$ cat src/hdl/nmeac_pkg.sv
package nmeac_pkg;

    // Fields of one input beat: a sentence byte and its end marker.
    typedef struct packed {
        logic [7:0] ch;
        logic       last;
    } in_t;

    // Fields of one result beat.
    typedef struct packed {
        logic [1:0]  status;
        logic        check_ok;
        logic [7:0]  computed_sum;
        logic [15:0] sentence_hash;
    } out_t;

    // Configuration register contents.
    typedef struct packed {
        logic        sum_strict;
        logic        len_strict;
        logic [7:0]  max_length;
        logic [15:0] gga_code;
    } cfg_t;

    // Register indexes on the configuration port.
    typedef enum logic [1:0] {
        REG_SUM_STRICT = 2'd0,
        REG_LEN_STRICT = 2'd1,
        REG_MAX_LENGTH = 2'd2,
        REG_GGA_CODE   = 2'd3
    } reg_idx_t;

    // Parser phase within one sentence.
    typedef enum logic [2:0] {
        PH_START = 3'd0,
        PH_BODY  = 3'd1,
        PH_HEX1  = 3'd2,
        PH_HEX2  = 3'd3,
        PH_TAIL  = 3'd4,
        PH_ENDED = 3'd5
    } phase_t;

    localparam logic [1:0] ST_INVALID = 2'd0;
    localparam logic [1:0] ST_GGA     = 2'd1;
    localparam logic [1:0] ST_UNKNOWN = 2'd2;

    localparam logic [15:0] HASH_SEED  = 16'd5381;
    localparam logic [7:0]  CH_DOLLAR  = 8'h24;
    localparam logic [7:0]  CH_STAR    = 8'h2A;
    localparam logic [7:0]  COUNT_MAX  = 8'd255;
    localparam logic [8:0]  LEN_SLACK  = 9'd3;

    localparam logic [15:0] RST_GGA_CODE   = 16'd59988;
    localparam logic [7:0]  RST_MAX_LENGTH = 8'd82;

    // Hex digit value in the low four bits; bit 4 set means not a hex digit.
    function automatic logic [4:0] hex_value(input logic [7:0] c);
        logic [4:0] v;
        if (c inside {[8'h30:8'h39]}) begin
            v = {1'b0, c[3:0]};
        end
        else if (c inside {[8'h41:8'h46], [8'h61:8'h66]}) begin
            v = {1'b0, c[3:0] + 4'd9};
        end
        else begin
            v = 5'b10000;
        end
        return v;
    endfunction

endpackage

$ cat src/hdl/nmea_sentence_checker_unit.sv
// A result beat is registered: the last byte of a sentence passes the input
// register, then the result register, before its result reaches the output.
// Throughput: one byte per cycle; the per-byte state update is a single
// pass of logic. A last byte waits only while an untaken result is held.
// Reset: asynchronous, active low; parser returns to waiting for '$'.
// Configuration registers return to their documented defaults.
module nmea_sentence_checker_unit
    import nmeac_pkg::*;
(
    input  logic        clk,
    input  logic        rst_n,
    input  logic        in_valid,
    output logic        in_ready,
    input  in_t         in_data,
    output logic        out_valid,
    input  logic        out_ready,
    output out_t        out_data,
    input  logic        psel,
    input  logic        penable,
    input  logic        pwrite,
    input  logic [3:0]  paddr,
    input  logic [31:0] pwdata,
    output logic [31:0] prdata,
    output logic        pready
);

    // Input register: holds one accepted beat until the parser consumes it.
    logic in_vld_reg;
    in_t  in_reg;

    // Result register: holds one finished result until it is taken.
    logic out_vld_reg;
    out_t out_reg;

    cfg_t cfg;
    out_t res;
    logic fire;

    nmeac_regs u_regs (
        .clk     (clk),
        .rst_n   (rst_n),
        .psel    (psel),
        .penable (penable),
        .pwrite  (pwrite),
        .paddr   (paddr),
        .pwdata  (pwdata),
        .prdata  (prdata),
        .pready  (pready),
        .cfg     (cfg)
    );

    // The held byte is consumed whenever it produces no result, or when
    // the result register is empty or being emptied in this cycle.
    assign fire = in_vld_reg && (!in_reg.last || !out_vld_reg || out_ready);

    // A new beat can enter whenever the input register drains this cycle.
    assign in_ready = !in_vld_reg || fire;

    nmeac_parser u_parser (
        .clk   (clk),
        .rst_n (rst_n),
        .fire  (fire),
        .item  (in_reg),
        .cfg   (cfg),
        .res   (res)
    );

    always_ff @(posedge clk or negedge rst_n) begin
        if (!rst_n) begin
            in_vld_reg <= 1'b0;
        end
        else if (in_valid && in_ready) begin
            in_vld_reg <= 1'b1;
        end
        else if (fire) begin
            in_vld_reg <= 1'b0;
        end
    end

    always_ff @(posedge clk) begin
        if (in_valid && in_ready) begin
            in_reg <= in_data;
        end
    end

    always_ff @(posedge clk or negedge rst_n) begin
        if (!rst_n) begin
            out_vld_reg <= 1'b0;
        end
        else if (fire && in_reg.last) begin
            out_vld_reg <= 1'b1;
        end
        else if (out_ready) begin
            out_vld_reg <= 1'b0;
        end
    end

    always_ff @(posedge clk) begin
        if (fire && in_reg.last) begin
            out_reg <= res;
        end
    end

    assign out_valid = out_vld_reg;
    assign out_data  = out_reg;

    // A stalled result must never be overwritten by a new one.
    assert property (@(posedge clk) disable iff (!rst_n)
        (out_vld_reg && !out_ready) |-> !(fire && in_reg.last))
        else $error("result register overwritten while stalled");

    // Consuming a last byte always produces a result beat next cycle.
    assert property (@(posedge clk) disable iff (!rst_n)
        (fire && in_reg.last) |=> out_vld_reg)
        else $error("last byte consumed without a result");

    // A passing check can never be reported as invalid.
    assert property (@(posedge clk) disable iff (!rst_n)
        (out_vld_reg && out_reg.check_ok) |-> (out_reg.status != ST_INVALID))
        else $error("passing sentence reported invalid");

endmodule

$ cat src/hdl/nmeac_regs.sv
module nmeac_regs
    import nmeac_pkg::*;
(
    input  logic        clk,
    input  logic        rst_n,
    input  logic        psel,
    input  logic        penable,
    input  logic        pwrite,
    input  logic [3:0]  paddr,
    input  logic [31:0] pwdata,
    output logic [31:0] prdata,
    output logic        pready,
    output cfg_t        cfg
);

    cfg_t     cfg_reg;
    logic     wr_en;
    reg_idx_t idx;

    assign pready = 1'b1;
    assign wr_en  = psel && penable && pwrite;
    assign idx    = reg_idx_t'(paddr[3:2]);
    assign cfg    = cfg_reg;

    always_ff @(posedge clk or negedge rst_n) begin
        if (!rst_n) begin
            cfg_reg.sum_strict <= 1'b1;
            cfg_reg.len_strict <= 1'b0;
            cfg_reg.max_length <= RST_MAX_LENGTH;
            cfg_reg.gga_code   <= RST_GGA_CODE;
        end
        else if (wr_en) begin
            case (idx)
                REG_SUM_STRICT: cfg_reg.sum_strict <= pwdata[0];
                REG_LEN_STRICT: cfg_reg.len_strict <= pwdata[0];
                REG_MAX_LENGTH: cfg_reg.max_length <= pwdata[7:0];
                REG_GGA_CODE:   cfg_reg.gga_code   <= pwdata[15:0];
                default: ;
            endcase
        end
    end

    always_comb begin
        case (idx)
            REG_SUM_STRICT: prdata = {31'd0, cfg_reg.sum_strict};
            REG_LEN_STRICT: prdata = {31'd0, cfg_reg.len_strict};
            REG_MAX_LENGTH: prdata = {24'd0, cfg_reg.max_length};
            REG_GGA_CODE:   prdata = {16'd0, cfg_reg.gga_code};
            default:        prdata = 32'd0;
        endcase
    end

endmodule

$ cat src/hdl/nmeac_parser.sv
module nmeac_parser
    import nmeac_pkg::*;
(
    input  logic clk,
    input  logic rst_n,
    input  logic fire,
    input  in_t  item,
    input  cfg_t cfg,
    output out_t res
);

    phase_t      phase_reg,  phase_next,  phase_upd;
    logic [7:0]  xor_reg,    xor_next,    xor_upd;
    logic [3:0]  hi_reg,     hi_next,     hi_upd;
    logic [7:0]  count_reg,  count_next,  count_upd;
    logic [15:0] hash_reg,   hash_next,   hash_upd;
    logic        ferr_reg,   ferr_next,   ferr_upd;
    logic        match_reg,  match_next,  match_upd;
    logic [4:0]  hx;
    logic [3:0]  nib;
    logic        ok;
    logic        too_long;

    assign hx  = hex_value(item.ch);
    assign nib = hx[4] ? 4'd0 : hx[3:0];

    always_comb begin
        phase_upd = phase_reg;
        xor_upd   = xor_reg;
        hi_upd    = hi_reg;
        count_upd = count_reg;
        hash_upd  = hash_reg;
        ferr_upd  = ferr_reg;
        match_upd = match_reg;

        if (phase_reg != PH_ENDED) begin
            if (item.ch == 8'd0) begin
                // A zero byte ends the text; it is a format error unless
                // both hex digits have already arrived.
                if (phase_reg != PH_TAIL) begin
                    ferr_upd = 1'b1;
                end
                phase_upd = PH_ENDED;
            end
            else begin
                if (count_reg inside {[8'd3:8'd5]}) begin
                    hash_upd = (hash_reg << 5) + hash_reg + {8'd0, item.ch};
                end
                if (count_reg != COUNT_MAX) begin
                    count_upd = count_reg + 8'd1;
                end
                case (phase_reg)
                    PH_START: begin
                        if (item.ch != CH_DOLLAR) begin
                            ferr_upd = 1'b1;
                        end
                        phase_upd = PH_BODY;
                    end
                    PH_BODY: begin
                        if (item.ch == CH_STAR) begin
                            phase_upd = PH_HEX1;
                        end
                        else begin
                            xor_upd = xor_reg ^ item.ch;
                        end
                    end
                    PH_HEX1: begin
                        if (hx[4]) begin
                            ferr_upd = 1'b1;
                        end
                        hi_upd    = nib;
                        phase_upd = PH_HEX2;
                    end
                    PH_HEX2: begin
                        if (hx[4]) begin
                            ferr_upd = 1'b1;
                        end
                        match_upd = ({hi_reg, nib} == xor_reg);
                        phase_upd = PH_TAIL;
                    end
                    default: ;
                endcase
            end
        end

        too_long = cfg.len_strict &&
                   ({1'b0, count_upd} > ({1'b0, cfg.max_length} + LEN_SLACK));
        ok = !ferr_upd && match_upd && !too_long;

        res.check_ok      = ok;
        res.computed_sum  = xor_upd;
        res.sentence_hash = hash_upd;
        if (!ok && cfg.sum_strict) begin
            res.status = ST_INVALID;
        end
        else if (hash_upd == cfg.gga_code) begin
            res.status = ST_GGA;
        end
        else begin
            res.status = ST_UNKNOWN;
        end

        phase_next = phase_reg;
        xor_next   = xor_reg;
        hi_next    = hi_reg;
        count_next = count_reg;
        hash_next  = hash_reg;
        ferr_next  = ferr_reg;
        match_next = match_reg;
        if (fire) begin
            if (item.last) begin
                phase_next = PH_START;
                xor_next   = 8'd0;
                hi_next    = 4'd0;
                count_next = 8'd0;
                hash_next  = HASH_SEED;
                ferr_next  = 1'b0;
                match_next = 1'b0;
            end
            else begin
                phase_next = phase_upd;
                xor_next   = xor_upd;
                hi_next    = hi_upd;
                count_next = count_upd;
                hash_next  = hash_upd;
                ferr_next  = ferr_upd;
                match_next = match_upd;
            end
        end
    end

    always_ff @(posedge clk or negedge rst_n) begin
        if (!rst_n) begin
            phase_reg <= PH_START;
            xor_reg   <= 8'd0;
            hi_reg    <= 4'd0;
            count_reg <= 8'd0;
            hash_reg  <= HASH_SEED;
            ferr_reg  <= 1'b0;
            match_reg <= 1'b0;
        end
        else begin
            phase_reg <= phase_next;
            xor_reg   <= xor_next;
            hi_reg    <= hi_next;
            count_reg <= count_next;
            hash_reg  <= hash_next;
            ferr_reg  <= ferr_next;
            match_reg <= match_next;
        end
    end

endmodule
$ cat config.mk
export PLATFORM = sky130hd
export DESIGN_NAME = nmea_sentence_checker_unit
export DESIGN_NICKNAME = d
export VERILOG_FILES = /design/src/hdl/nmeac_pkg.sv /design/src/hdl/nmea_sentence_checker_unit.sv /design/src/hdl/nmeac_regs.sv /design/src/hdl/nmeac_parser.sv
export SDC_FILE = /design/constraint.sdc
export NUM_CORES = 1
export LEC_CHECK = 0
export ABC_AREA = 0
export BUFFER_PORTS_ARGS = -buffer_cell sky130_fd_sc_hd__buf_4
export CAP_MARGIN = 25
export CORE_ASPECT_RATIO = 0.6
export CORE_MARGIN = 1
export CORE_UTILIZATION = 55
export CTS_CLUSTER_DIAMETER = 40
export DETAILED_ROUTE_END_ITERATION = 10
export PLACE_DENSITY = 0.78
export SETUP_SLACK_MARGIN = 0.1
export SLEW_MARGIN = 40
export SYNTH_ARGS = -nofsm -noshare
export SYNTH_HDL_FRONTEND = slang
export SYNTH_SLANG_ARGS = --single-unit
$ cat constraint.sdc
create_clock -name clk -period 3.75 [get_ports clk]
set_input_delay 0.1875 -clock clk [delete_from_list [all_inputs] [get_ports clk]]
set_output_delay 0.1875 -clock clk [all_outputs]
set_load 0.005 [all_outputs]
==> results of run 1 <==
==> layer usage <==
layer / vias to the layer above / GRT usage [%]
li1: 2662 / -
met1: 2769 / 44.2
met2: 302 / 43.3
met3: 28 / 5.87
met4: 0 / 7.69
met5: - / 0
==> cell type report <==
type,instances,area (sq um),share of cell area (%)
multi-input combinational,516,4040,48.2
sequential,105,2830,33.8
timing repair buffer,122,933,11.1
clock buffer,11,254,3.03
tap,165,206,2.46
inverter,19,71.3,0.851
clock inverter,5,45.0,0.537
==> critical path: stages (launching register included) <==
cell and delay, ns:
dfrtp_2 0.44, ha_1 0.29, ha_2 0.20, fa_2 0.43, a211oi_4 0.27, buf_6 0.15
o31ai_4 0.09, buf_4 0.18, a311oi_2 0.40, o211a_1 0.25, nor2_1 0.09, xnor2_1 0.30
nor3_2 0.08, and3b_1 0.16
==> through the flow <==
| stage | setup TNS, ns | hold slack (ns) |
|---|---|---|
| 2_1_floorplan | 0 | -0.108 |
| 3_3_place_gp | 0 | 0.351 |
| 3_5_place_dp | -0.125 | 0.229 |
| 4_1_cts | 0 | 0.00283 |
| 5_1_grt | 0 | 0.00231 |
| 6_report | 0 | 0.00432 |
==> worst min path at each step <==
stage / slack, ns / cells past startpoint / start / to
2_1_floorplan: -0.11 / 0 / rst_n / in_vld_reg$_DFFE_PN0P_
3_3_place_gp: 0.35 / 1 / rst_n / u_parser.xor_reg[2]$_DFFE_PN0P_
3_5_place_dp: 0.23 / 1 / rst_n / u_parser.xor_reg[4]$_DFFE_PN0P_
4_1_cts: 0.003 / 1 / in_data[6] / in_reg[6]$_DFFE_PP_
5_1_grt: 0.002 / 1 / in_data[6] / in_reg[6]$_DFFE_PP_
6_report: 0.004 / 1 / in_data[6] / in_reg[6]$_DFFE_PP_
==> cells in the final DEF (no fill, tap or decap), types with 6 or more instances in the layout <==
| master | n |
|---|---|
| o21a_1 | 10 |
| edfxtp_1 | 36 |
| and3_1 | 15 |
| a22o_1 | 19 |
| inv_1 | 19 |
| ha_1 | 37 |
| mux2i_1 | 13 |
| a31oi_1 | 6 |
| nand3_1 | 13 |
| nor3_1 | 10 |
| dfrtp_1 | 51 |
| mux2_2 | 27 |
| nand4_1 | 8 |
| a21o_1 | 6 |
| o21ai_0 | 35 |
| nor2_1 | 26 |
| o31ai_1 | 6 |
| conb_1 | 17 |
| nor2b_1 | 12 |
| nand2_1 | 58 |
| dfstp_2 | 17 |
| xor2_1 | 27 |
| a21oi_1 | 19 |
| buf_4 | 116 |
| o22a_1 | 6 |
| nand2b_1 | 6 |
| nor4_1 | 6 |
| xnor2_1 | 32 |
| or3_1 | 6 |
| clkbuf_16 | 10 |
==> cell families (layout without fill, tap and decap cells) <==
kind of cell | Yosys count | count (layout) | synth area share [%]
simple gates | 186 | 186 | 14.0
compound gates | 162 | 162 | 16.8
flops | 105 | 105 | 40.7
buf+inv | 70 | 157 | 4.82
xor+xnor | 62 | 62 | 7.92
fa+ha+maj | 47 | 47 | 8.89
mux | 42 | 42 | 6.73
other cells | 2 | 17 | 0.108
==> power breakdown <==
part	switching, mW	internal [mW]	total, mW
registers	0.247	1.44	1.69
logic	1.20	1.04	2.24
clock network	0.461	0.503	0.963
total	1.91	2.98	4.89
==> what timing repair did <==
| action | in CTS | in global routing |
|---|---|---|
| hold endpoints to repair | 55 | 0 |
| setup buffers | 2 | 5 |
| gates resized for setup | 12 | 26 |
| hold buffers | 4 | 0 |
| setup endpoints to repair | 2 | 3 |
| pin swaps | 4 | 13 |
==> results.md, run 1 <==
* Setup CP Type: reg2reg
* Post-DP HPWL at 13400 microns
* RSZ-0062 raised after global routing: yes
* Minimum clock period at 3.60 ns
* Vias in the first global route at 5447
* Number of flip-flops under the largest register name at 27
* Synthesized netlist cell count at 676
* Final-report hold violation count at 0
* Required time reported for the critical path endpoint at 3.86 ns
* N_diodes at 0
* TritonCTS Buffers at 9
* Count of flip-flops with a built-in enable after synthesis at 36
* Number of ports placed on the die boundary at 114
* Final setup slack of the worst path at 0.154 ns
* Register area share after synthesis at 40.7%
* Pin count of the biggest net entering global routing at 70
* Per-cell via count in the routed design at 6.11
* Iteration-0 DRC count of the detailed router at 571
* Chip Height at 89.1 microns
* CP Capture Point: out_data[25]$_SDFFCE_PP0P_
* Clock Root Buffer: clkbuf_16
* Initial antenna violation count at 0
* Clk pin slew, worst setup/hold paths at 0.07 ns
* Total global-route track usage at 29.4%
* Area growth from synthesis to layout at 20.5%
* DRC violations left at 0
* IO buf count at 78
* Static power due to leakage at 3.64 nW
* Starting Density at 57.1%
* Cell types occupying the most area after synthesis: dfrtp_1, edfxtp_1, ha_1
* Total power of the final layout at 4.89 mW
* Distinct cell type count after synthesis at 81
* Endpoint of the worst-slack reg-to-reg timing path: out_data[25]$_SDFFCE_PP0P_
* Crit path capture type: flop
* Total detailed-routing wirelength at 18600 microns
* Final cycle utilization of the critical path at 95.9%
* DR vias at 5761
* Cell area after synthesis at 6960 sq um
* Placed cell area at 7790 sq um
* Final global-route overflow total at 0
* Most common cell in the synthesized netlist: nand2_1
* Cell type with the largest total area after synthesis: dfrtp_1
* Ys async rst share at 65.7%
* Slew margin rel. at 43.7%
* Number of instances in the placed design at 916
* Maximum clock rate at 0.278 GHz
* Data arrival time of the worst path at 3.71 ns
* Most numerous cell types in the synthesized netlist: nand2_1, dfrtp_1, ha_1, o21ai_0, edfxtp_1
* Clock Tree Buf Depth at 2
* Chip Width at 147 microns
* Max FO, Critical Path at 3
* Placement Setup Slack at -0.0824 ns
* Maximum resistive drop on vdd at 0.273 mV
* Routed wire length on met3 at 1690 microns
* Final Net Count at 872
* Clock tree from TritonCTS: yes
* Average instance area after synthesis at 10.3 sq um
* Worst R2R Path Depth at 13
* Crit. Startpoint: u_parser.hash_reg[1]$_DFFE_PN0P_
* Power per cell area at 584 nW/um^2
* Flops & latches, synth at 105
* Highest metal layer with signal wires: met4
* Type of origin of the critical path: flop
* Worst setup slack for register-to-register paths at 0.15 ns
* Area share of the largest cell type after synthesis at 18.7%
* Synth warn at 0
* Clock latency on the worst-skew pair at 0.36 ns
* Slew Limit Fails at 0
* Die area at 13100 sq um
* Final cell utilization of the core at 68.8%
* Routed length on met1 at 8850 microns
* Sinks on the clock net at 105
* Slew at the pin closest to its max-slew limit at 0.845 ns
* Number of max-capacitance violations reported at 0
* Final Instance Count excl. Fillers at 943
* Area of all placed cells without fillers at 8380 sq um
* Result of the run: completed
* Startpoint of the worst-slack reg-to-reg timing path: u_parser.hash_reg[1]$_DFFE_PN0P_
* Most used flip-flop cell after synthesis: dfrtp_1
* Clock skew at 0.0131 ns
* WL met2 at 7790 microns
* Wire length of the first global-routing pass at 29100 microns
* Average detailed-routed wire length per instance at 19.7 microns
* Number of nets with antenna violations after detailed routing at 0
* Filler cell count at 915
* Fraction of layout instances using a drive strength above 1 at 27.9%
* Type of the most critical hold path: in2reg
* Area of the core at 12200 sq um
* Number of levels the H-tree was split into at 3
* Number of core rows at 31
* Pre-Repair DR Iteration Count at 5
* Finish-stage setup viols at 0
* GP Congestion at 0.937
No activity file was read; power rests on OpenSTA's default activity.
==> run 2, diff against run 1 <==
--- a/config.mk
+++ b/config.mk
@@ -5,7 +5,6 @@
 export SDC_FILE = /design/constraint.sdc
 export NUM_CORES = 1
 export LEC_CHECK = 0
-export ABC_AREA = 0
 export BUFFER_PORTS_ARGS = -buffer_cell sky130_fd_sc_hd__buf_4
 export CAP_MARGIN = 25
 export CORE_ASPECT_RATIO = 0.6
@@ -13,7 +12,7 @@
 export CORE_UTILIZATION = 55
 export CTS_CLUSTER_DIAMETER = 40
 export DETAILED_ROUTE_END_ITERATION = 10
-export PLACE_DENSITY = 0.78
+export PLACE_DENSITY = 0.87
 export SETUP_SLACK_MARGIN = 0.1
 export SLEW_MARGIN = 40
 export SYNTH_ARGS = -nofsm -noshare
==> run 2 against run 1 <==
Register-to-register slack is essentially flat. Count of clock-buffer cells in the layout shrank 1. Worst hold slack lost 0.0011 ns. Flip-flop and latch count is the same. Via count grew 0.49%. Fmax shrank 0.23%. Total power shrank 2.0%. Critical path type unchanged.
==> results.md, run 2 (synthesis gave the netlist of run 1 again) <==
* Starting Density at 57.1% (unchanged)
* Launch instance of the worst min-delay path: in_data[6]
* Vias in the first global route at 5588 (+2.6%)
* Routed length on met1 at 8840 microns (-0.10%)
* Maximum clock rate at 0.277 GHz (-0.23%)
* Per-cell via count in the routed design at 6.19 (+1.3%)
* Highest metal layer with signal wires: met4
* Die area at 13100 sq um (unchanged)
* Finish-stage setup viols at 0 (unchanged)
* Slew margin rel. at 53.3% (+9.6 points)
* Required time reported for the critical path endpoint at 3.86 ns (about the same)
* Number of instances in the placed design at 913 (-0.33%)
* Number of max-capacitance violations reported at 0 (unchanged)
* Total detailed-routing wirelength at 19100 microns (+2.7%)
* DR vias at 5789 (+0.49%)
* Pin count of the biggest net entering global routing at 42 (-40%)
* Clk pin slew, worst setup/hold paths at 0.08 ns (about the same)
* N_diodes at 0 (unchanged)
* Iteration-0 DRC count of the detailed router at 552 (-3.3%)
* Area growth from synthesis to layout at 18.4%
* Final setup TNS at 0 ns (unchanged)
* Clock Root Buffer: clkbuf_16
* Post-DP HPWL at 14100 microns (+5.4%)
* Crit. Startpoint: in_reg[6]$_DFFE_PP_
* Chip Height at 89.1 microns (unchanged)
* Final global-route overflow total at 0 (unchanged)
* Clock skew at 0.0119 ns (-0.00125 ns)
* Initial antenna violation count at 0 (unchanged)
* DRC violations left at 0 (unchanged)
* Minimum clock period at 3.60 ns (+0.00835 ns)
* Setup CP Type: reg2reg
* Crit path capture type: flop
* Commonest cells after routing, fill and taps aside: buf_4, nand2_1, dfrtp_1
* Slew Limit Fails at 0 (unchanged)
* Type of the most critical hold path: in2reg
* Final cycle utilization of the critical path at 96.1% (+0.22 points)
* Placed cell area at 7780 sq um (-0.18%)
* Clock tree from TritonCTS: yes
* WL met2 at 8220 microns (+5.5%)
* Wire length of the first global-routing pass at 30100 microns (+3.3%)
* Number of levels the H-tree was split into at 3 (unchanged)
* Chip Width at 147 microns (unchanged)
* Area of all placed cells without fillers at 8240 sq um (-1.8%)
* Number of core rows at 31 (unchanged)
* Final cell utilization of the core at 67.6% (-1.2 points)
* Power per cell area at 582 nW/um^2 (-0.26%)
* Hold slack at 0.00326 ns (-0.00105 ns)
* Slew at the pin closest to its max-slew limit at 0.701 ns (-0.144 ns)
* Result of the run: completed
* Static power due to leakage at 3.58 nW (-1.6%)
* Data arrival time of the worst path at 3.71 ns (about the same)
* Placement Setup Slack at 0.0119 ns (+0.0942 ns)
* Fraction of layout instances using a drive strength above 1 at 26.8% (-1.1 points)
* Final Instance Count excl. Fillers at 935 (-0.85%)
* Pre-Repair DR Iteration Count at 5 (unchanged)
* Number of ports placed on the die boundary at 114 (unchanged)
* Max FO, Critical Path at 4 (+1)
* Type of origin of the critical path: flop
* Final Net Count at 864 (-0.92%)
* Number of nets with antenna violations after detailed routing at 0 (unchanged)
* Leading cell type in the layout, fill and taps excluded: buf_4
* Final setup slack of the worst path at 0.146 ns (-0.00835 ns)
* Routed wire length on met3 at 1750 microns (+3.3%)
* Clock latency on the worst-skew pair at 0.36 ns (about the same)
* GP Congestion at 0.925 (-1.3%)
* IO buf count at 78 (unchanged)
* Clock Tree Buf Depth at 2 (unchanged)
* Total power of the final layout at 4.80 mW (-2.0%)
* Final-report hold violation count at 0 (unchanged)
* Average detailed-routed wire length per instance at 20.4 microns (+3.5%)
* RSZ-0062 raised after global routing: yes
* Total global-route track usage at 30.4% (+1.0 points)
* Area of the core at 12200 sq um (unchanged)
* TritonCTS Buffers at 9 (unchanged)
* Sinks on the clock net at 105 (unchanged)
* Number of flip-flops under the largest register name at 27 (unchanged)
* Maximum resistive drop on vdd at 0.282 mV (+3.3%)
* Startpoint of the worst-slack reg-to-reg timing path: in_reg[6]$_DFFE_PP_
-- run 2: cell types whose count changed in the layout (fill, tap and decap cells not counted), sizes merged --
| cell | previous run | this run |
|---|---|---|
| dlygate4sd3 | 4 | 2 |
| clkbuf | 11 | 10 |
| clkinvlp | 1 | 0 |
| inv | 22 | 24 |
| buf | 118 | 112 |
-- run 2: path summary, 6_finish.rpt --
path,to,slack [ns],cells after the start
setup reg to reg,out_data[25]$_SDFFCE_PP0P_,0.15,14
hold / removal,in_reg[6]$_DFFE_PP_,0.003,1
setup / recovery,out_data[25]$_SDFFCE_PP0P_,0.15,14
hold reg to reg,u_parser.hi_reg[1]$_DFFE_PN0P_,0.51,2
min in group asynchronous,u_parser.xor_reg[5]$_DFFE_PN0P_,0.30,2
max in group asynchronous,u_regs.cfg[2]$_DFFE_PN1P_,2.82,3
-- run 2: timing repair --
item / CTS / global route
setup endpoints to repair: 2 / 2
gates resized for setup: 7 / 21
pin swaps: 1 / 5
hold buffers: 1 / 1
buffers inserted: 0 / 4
endpoints found under the hold margin: 28 / 1
gates cloned: 0 / 0
-- run 2: worst max-delay path, stage by stage (launching register included) --
cell and delay, ns:
edfxtp_1 0.51, buf_4 0.19, or4_4 0.55, or2_1 0.25
and2_2 0.21, a21oi_2 0.15, a31oi_1 0.06, ha_1 0.32
o21a_1 0.14, o21a_1 0.12, o21a_1 0.14, o21ai_2 0.07
a211oi_2 0.29, o31a_1 0.19, and3b_1 0.18
-- run 2: area by class of cell --
type,instances,area (sq um)
Multi-Input combinational cell,516,3970
Fill cell,941,3940
Sequential cell,105,2830
Timing Repair Buffer,114,873
Clock buffer,10,229
Tap cell,165,206
Inverter,19,71.3
Clock inverter,6,55.1
-- run 2: power by group --
group,leakage [nW],internal (mW),total (mW),switching (mW)
Combinational,2.23,0.973,2.15,1.17
Sequential,1.21,1.44,1.72,0.271
Clock,0.140,0.467,0.933,0.466
Total,3.58,2.88,4.80,1.91
-- run 2: per-layer routing --
| metal | up-vias | track usage (%) |
|---|---|---|
| met4 | 0 | 7.69 |
| met5 | - | 0 |
| met3 | 29 | 7.45 |
| met1 | 2839 | 43.9 |
| met2 | 298 | 46.1 |
| li1 | 2623 | - |
